--- config.mk ---
export PLATFORM = sky130hd
export DESIGN_NAME = rise_peak_set_detector_core
export DESIGN_NICKNAME = d
export VERILOG_FILES = /design/src/rtl/rpsd_pkg.sv /design/src/rtl/rpsd_track.sv /design/src/rtl/rise_peak_set_detector_core.sv
export SDC_FILE = /design/constraint.sdc
export NUM_CORES = 1
export LEC_CHECK = 0
export BUFFER_PORTS_ARGS = -buffer_cell sky130_fd_sc_hd__buf_2
export CORE_MARGIN = 2
export CORE_UTILIZATION = 50
export CTS_BUF_LIST = sky130_fd_sc_hd__clkbuf_4 sky130_fd_sc_hd__clkbuf_8
export DETAILED_ROUTE_END_ITERATION = 12
export GPL_ROUTABILITY_DRIVEN = 1
export PLACE_DENSITY_LB_ADDON = 0.2
export RECOVER_POWER = 50
export SETUP_SLACK_MARGIN = 0.3
export SYNTH_ARGS = -nofsm -noshare
export SYNTH_HDL_FRONTEND = slang
export SYNTH_HIERARCHICAL = 1
export SYNTH_SLANG_ARGS = --single-unit
--- constraint.sdc ---
create_clock -name clk -period 5.6 [get_ports clk]
set_clock_uncertainty 0.2 [all_clocks]
set_input_delay 0.56 -clock clk [delete_from_list [all_inputs] [get_ports clk]]
set_output_delay 0.56 -clock clk [all_outputs]
set_load 0.03 [all_outputs]
--- src/rtl/rpsd_pkg.sv ---
`timescale 1ns / 1ps
// rpsd_pkg: item types and helpers for the rise/peak/set detector
// no dependencies; imported by rpsd_track and rise_peak_set_detector_core

package rpsd_pkg;

  localparam int unsigned ELEV_W = 18;
  localparam int unsigned TIME_W = 18;

  typedef logic signed [ELEV_W-1:0] elev_t;
  typedef logic [TIME_W-1:0]        stamp_t;
  typedef logic [ELEV_W-1:0]        mag_t;

  typedef struct packed {
    elev_t  elevation;
    stamp_t time_of_day;
    logic   last_sample;
  } in_item_t;

  typedef struct packed {
    logic   rise_found;
    stamp_t rise_time;
    stamp_t peak_time;
    logic   set_found;
    stamp_t set_time;
  } out_item_t;

  // distance from zero; the most negative code maps to its unsigned magnitude
  function automatic mag_t elev_mag(elev_t v);
    mag_t m;
    m = v[ELEV_W-1] ? mag_t'(-v) : mag_t'(v);
    return m;
  endfunction

endpackage

--- src/rtl/rpsd_track.sv ---
`timescale 1ns / 1ps
// rpsd_track: run state (previous sample, peak, rise and set marks) and result
// depends on rpsd_pkg

module rpsd_track (
  input  logic               clk,
  input  logic               rst_n,
  input  logic               step,
  input  rpsd_pkg::in_item_t item,
  output rpsd_pkg::out_item_t result
);
  import rpsd_pkg::*;

  logic   have_prev_r, have_prev_nxt;
  elev_t  prev_elev_r, prev_elev_nxt;
  stamp_t prev_time_r, prev_time_nxt;
  elev_t  peak_elev_r, peak_elev_nxt;
  stamp_t peak_stamp_r, peak_stamp_nxt;
  logic   rise_seen_r, rise_seen_nxt;
  stamp_t rise_stamp_r, rise_stamp_nxt;
  logic   set_seen_r, set_seen_nxt;
  stamp_t set_stamp_r, set_stamp_nxt;

  // updated state before the end-of-run clear
  elev_t  upd_peak_elev;
  stamp_t upd_peak_stamp;
  logic   upd_rise_seen;
  stamp_t upd_rise_stamp;
  logic   upd_set_seen;
  stamp_t upd_set_stamp;

  mag_t   mag_cur;
  mag_t   mag_prev;
  logic   cur_neg;
  logic   prev_neg;

  always_comb begin
    mag_cur  = elev_mag(item.elevation);
    mag_prev = elev_mag(prev_elev_r);
    cur_neg  = item.elevation[ELEV_W-1];
    prev_neg = prev_elev_r[ELEV_W-1];

    upd_peak_elev  = peak_elev_r;
    upd_peak_stamp = peak_stamp_r;
    upd_rise_seen  = rise_seen_r;
    upd_rise_stamp = rise_stamp_r;
    upd_set_seen   = set_seen_r;
    upd_set_stamp  = set_stamp_r;

    if (!have_prev_r || (item.elevation > peak_elev_r)) begin
      upd_peak_elev  = item.elevation;
      upd_peak_stamp = item.time_of_day;
    end
    // rising crossing: tie keeps the earlier sample
    if (have_prev_r && !rise_seen_r && prev_neg && !cur_neg) begin
      upd_rise_seen  = 1'b1;
      upd_rise_stamp = (mag_cur < mag_prev) ? item.time_of_day : prev_time_r;
    end
    // falling crossing: tie keeps the later sample
    if (have_prev_r && !set_seen_r && !prev_neg && cur_neg) begin
      upd_set_seen  = 1'b1;
      upd_set_stamp = (mag_prev < mag_cur) ? prev_time_r : item.time_of_day;
    end

    result.rise_found = upd_rise_seen;
    result.rise_time  = upd_rise_seen ? upd_rise_stamp : '0;
    result.peak_time  = upd_peak_stamp;
    result.set_found  = upd_set_seen;
    result.set_time   = upd_set_seen ? upd_set_stamp : '0;

    if (item.last_sample) begin
      have_prev_nxt  = 1'b0;
      prev_elev_nxt  = '0;
      prev_time_nxt  = '0;
      peak_elev_nxt  = '0;
      peak_stamp_nxt = '0;
      rise_seen_nxt  = 1'b0;
      rise_stamp_nxt = '0;
      set_seen_nxt   = 1'b0;
      set_stamp_nxt  = '0;
    end else begin
      have_prev_nxt  = 1'b1;
      prev_elev_nxt  = item.elevation;
      prev_time_nxt  = item.time_of_day;
      peak_elev_nxt  = upd_peak_elev;
      peak_stamp_nxt = upd_peak_stamp;
      rise_seen_nxt  = upd_rise_seen;
      rise_stamp_nxt = upd_rise_stamp;
      set_seen_nxt   = upd_set_seen;
      set_stamp_nxt  = upd_set_stamp;
    end
  end

  always_ff @(posedge clk) begin
    if (!rst_n) begin
      have_prev_r  <= 1'b0;
      prev_elev_r  <= '0;
      prev_time_r  <= '0;
      peak_elev_r  <= '0;
      peak_stamp_r <= '0;
      rise_seen_r  <= 1'b0;
      rise_stamp_r <= '0;
      set_seen_r   <= 1'b0;
      set_stamp_r  <= '0;
    end else if (step) begin
      have_prev_r  <= have_prev_nxt;
      prev_elev_r  <= prev_elev_nxt;
      prev_time_r  <= prev_time_nxt;
      peak_elev_r  <= peak_elev_nxt;
      peak_stamp_r <= peak_stamp_nxt;
      rise_seen_r  <= rise_seen_nxt;
      rise_stamp_r <= rise_stamp_nxt;
      set_seen_r   <= set_seen_nxt;
      set_stamp_r  <= set_stamp_nxt;
    end
  end

endmodule

--- src/rtl/rise_peak_set_detector_core.sv ---
`timescale 1ns / 1ps
// rise_peak_set_detector_core: top level, input register, result register
// depends on rpsd_pkg and rpsd_track

// Takes one elevation sample per cycle (signed thousandths of a degree plus
// an HHMMSS stamp) and, on the item flagged last_sample, delivers one result:
// the stamp of the first maximum, and the stamps of the first rising and
// first falling zero crossings, each taken from whichever neighbouring sample
// is closer to zero (rise keeps the earlier one on a tie, set the later one).
// The run state then returns to its reset values. Throughput is one item per
// cycle; an item sits in the input register after the edge that accepts it,
// and its result is loaded into the result register when that item moves on
// (the crossing and peak compares sit between the two registers). Items that
// are not last never wait on the result side; only a last item meets
// back-pressure, when the previous result is still held.

module rise_peak_set_detector_core (
  input  logic                clk,
  input  logic                rst_n,
  input  logic                in_valid,
  output logic                in_ready,
  input  rpsd_pkg::in_item_t  in_item,
  output logic                out_valid,
  input  logic                out_ready,
  output rpsd_pkg::out_item_t out_item
);
  import rpsd_pkg::*;

  // input register
  logic      in_valid_r, in_valid_nxt;
  in_item_t  in_item_r;

  // result register
  logic      out_valid_r, out_valid_nxt;
  out_item_t out_item_r;

  out_item_t result;
  logic      advance;
  logic      emit;

  // a non-last item only updates run state, so it moves regardless of out_ready
  assign advance = in_valid_r &&
                   (!in_item_r.last_sample || !out_valid_r || out_ready);
  assign emit    = advance && in_item_r.last_sample;
  assign in_ready = !in_valid_r || advance;

  assign in_valid_nxt  = in_ready ? in_valid : in_valid_r;
  assign out_valid_nxt = emit ? 1'b1 : (out_ready ? 1'b0 : out_valid_r);

  rpsd_track u_track (
    .clk    (clk),
    .rst_n  (rst_n),
    .step   (advance),
    .item   (in_item_r),
    .result (result)
  );

  always_ff @(posedge clk) begin
    if (!rst_n) begin
      in_valid_r  <= 1'b0;
      out_valid_r <= 1'b0;
    end else begin
      in_valid_r  <= in_valid_nxt;
      out_valid_r <= out_valid_nxt;
    end
  end

  // payload registers, no reset needed
  always_ff @(posedge clk) begin
    if (in_valid && in_ready) begin
      in_item_r <= in_item;
    end
    if (emit) begin
      out_item_r <= result;
    end
  end

  assign out_valid = out_valid_r;
  assign out_item  = out_item_r;

`ifndef SYNTHESIS
  // a last item that moves on always shows up as a result next cycle
  a_emit_to_out: assert property (@(posedge clk) disable iff (!rst_n)
    emit |=> out_valid)
    else $error("last item advanced without a result");

  // input side stalls only behind a held result
  a_stall_cause: assert property (@(posedge clk) disable iff (!rst_n)
    !in_ready |-> (in_valid_r && in_item_r.last_sample && out_valid_r && !out_ready))
    else $error("input stalled without output back-pressure");

  // a missing crossing reports a zero stamp
  a_zero_stamps: assert property (@(posedge clk) disable iff (!rst_n)
    out_valid |-> ((out_item.rise_found || out_item.rise_time == '0) &&
                   (out_item.set_found || out_item.set_time == '0)))
    else $error("stamp reported for a crossing that was not seen");
`endif

endmodule

==> reports/results.ini <==
[status]
status = finished with violations
violations = capacitance limit, slew limit

[logic_synthesis]
synth_nets = 1055
synth-seq-cells = 206
syn-instance-count = 976
synth_area_leader_cell = edfxtp_1
synth_cell_type_count = 61
avgSynthCellArea_um2 = 10.40
synth_top_family_by_area = simple AND/OR/NAND/NOR gates
async_reset_ff_share_pct = 0
synthTopCellsByArea = edfxtp_1, dfxtp_1, a221o_1
yosys.area_share.simple_pct = 18.12
synth_seq_area_share_pct = 49.80
synth_compound_area_share_pct = 18.04
ys.flop_type = dfxtp_1
synth-adder-area-share_pct = 4.684
yosys_warnings = 6
synth_most_common_cell = nand2_1
muxShareOfSynthArea_pct = 2.465
synth_edf_count = 93
netlist_top_cells_count = nand2_1, dfxtp_1, edfxtp_1
syn-cell-area_um2 = 10150
synth_top_area_share_pct = 27.51
synth_xor_area_share_pct = 2.589

[floorplanning]
die_y_um = 146.5
fp.dieW_um = 146.5
dieArea_um2 = 21450
io_pins = 99
start_util_pct = 50.49
rows = 52
placeableCoreArea_um2 = 20100

[worst_setup_path]
critPathKind = reg -> reg
worstPathMaxFanout = 18
required_ns = 5.85
endpoint_kind = flip-flop
cp.arrival_ns = 4.84
ff2ff_path_depth = 14
crit_path_start_kind = flip-flop

[cells_and_area]
drive_gt1_share_pct = 14.17
antenna_cells = 0
multi_input_area_um2 = 4679
design_area_um2 = 11780
ff_latch_area_um2 = 5055
areaGrowthSynthToFinish_pct = 16.03
fillCellCount = 1780
final_nets = 1166
layoutNonFillerInstCount = 1385

[grt]
grt_pass1_wl_um = 38950
grt_pass1_vias = 7365
overflow = 0
grt_use_total_pct = 22.58
grt_start_max_net_pins = 62
grt_antenna_before_repair = 0

[hold_path]
hold-path-cell-count = 1
hold_class = in -> reg

[pwr]
ir_drop_v = 0.0002267
p_per_area_nw_per_um2 = 290.8
leakage_nw = 4.506

[drt]
ant_nets = 0
drcViolationCount = 0
drt_wl_total_um = 24750
avgRoutedWirePerCell_um = 17.87
first_pass_iters = 5
drt-vias-per-instance = 5.671
vias = 7854
dr.first_iter.drc_count = 655

[clock_network]
post_cts_buffers = 0
cts_buffers = 37
cts.sinks = 206
htreeDepth = 2
hold_buffers = 30
path_clk_slew_ns = 0.06
cts_resized = 0
cts_tree = done
cts-root-buf = clkbuf_8
clk_latency_ns = 0.53
ctsLongestPathBuffers = 3

[placed_design]
pre_cts_ws_ns = 1.094
placed_cell_area_um2 = 10810
post-place-cells = 1288
io_buffers = 98
hpwl_um = 16050
finalWeightedCongestion = 0.8399

[timing]
hold_violations = 0
setup_slack_ns = 1.015
rsz0062_at_grt = no
tns_ns = 0
fin_crit_ns = 4.585
max_clock_freq_ghz = 0.2181
worst_slew_pin_slew_ns = 2.505
setup_viol = 0
finalCritPeriodShare_pct = 81.87
final_max_slew_viol_count = 120
slew_headroom_pct = -67.09

[flow_run]
maxCapViolations = 3

cell type report:
| class | count | area share (%) |
|---|---|---|
| inverter | 28 | 0.8925 |
| timing repair buffer | 145 | 7.055 |
| clock inverter | 8 | 0.3719 |
| multi-input combinational | 669 | 39.74 |
| tap | 270 | 2.869 |
| sequential | 206 | 42.92 |
| clock buffer | 59 | 6.152 |
through the flow:
step | power [mW] | hold slack (ns) | utilization, %
CTS | 3.466 | 0.0005474 | 59.10
detailed placement | 2.017 | 0.2437 | 53.78
finish | 3.425 | 0.02016 | 58.58
floorplan | 1.916 | 0.2285 | -
global route | 3.566 | 0.0003185 | 58.58
global placement | 2.012 | 0.2405 | 53.78
cells in the final DEF (no fill, tap or decap), types with 28 or more instances in the layout:
cell type | Yosys | routed
a21oi_1 | 48 | 46
a221o_1 | 56 | 56
and2_1 | 37 | 36
buf_2 | 13 | 40
clkbuf_1 | 50 | 62
clkbuf_8 | 0 | 45
dfxtp_1 | 113 | 113
dlygate4sd3_1 | 0 | 30
edfxtp_1 | 93 | 93
ha_1 | 38 | 38
inv_1 | 28 | 28
nand2_1 | 126 | 126
nor2_1 | 30 | 30
nor3_1 | 43 | 42
o211ai_1 | 37 | 37
o2bb2ai_1 | 34 | 34
worst max-delay path: stages, from the launching register on:
cell and delay (ns):
edfxtp_1 0.48, nor3_1 0.27, nand2b_1 0.12, nor3_1 0.38
nand2_1 0.13, o41ai_1 0.34, xor2_1 0.20, ha_1 0.27
a21oi_1 0.15, o21ai_0 0.13, a221o_1 0.40, o31a_1 0.27
buf_4 0.25, nor3_4 0.64, a221o_1 0.28
per-layer routing:
layer  share of wire, %  vias up  global-route usage, %
li1                   -     3818                      -
met2                 45      266                  36.60
met5                  0        -                      0
met1                 47     3722                  31.38
met3                5.9       48                  3.594
met4                2.3        0                  6.699
power breakdown:
part / internal (mW) / switching (mW)
Sequential: 1.62 / 0.0594
Clock: 0.823 / 0.602
Combinational: 0.123 / 0.194
Total: 2.57 / 0.855
kinds of logic (layout without fill, tap and decap cells):
logic type / Yosys count / in the layout
buffers and inverters: 101 / 240
XOR/XNOR: 30 / 30
flip-flops: 206 / 206
multiplexers: 19 / 19
AND/OR/NAND/NOR: 348 / 348
AO/OA/AOI/OAI: 234 / 234
adder cells (fa/ha/maj): 38 / 38
sequential cells by signal, summed over array words and instances (netlist names):
name,cells
out_valid,1
out_item,56
u_track/prev_elev_r,18
u_track/set_stamp_r,18
in_valid_r,1
u_track/rise_seen_r,1
u_track/peak_elev_r,18
u_track/have_prev_r,1
u_track/peak_stamp_r,18
in_item_r,37
u_track/prev_time_r,18
u_track/set_seen_r,1
u_track/rise_stamp_r,18
path summary, 6_finish.rpt:
kind         slack [ns]                  endpoint                    start
max reg2reg        1.02  u_track/rise_stamp_r[12]            in_item_r[23]
min                0.02             in_item_r[12]              in_item[12]
min reg2reg        0.26   u_track/peak_elev_r[10]  u_track/peak_elev_r[10]
max                1.02  u_track/rise_stamp_r[12]            in_item_r[23]
Note: power is estimated with default switching activity, not from simulation.
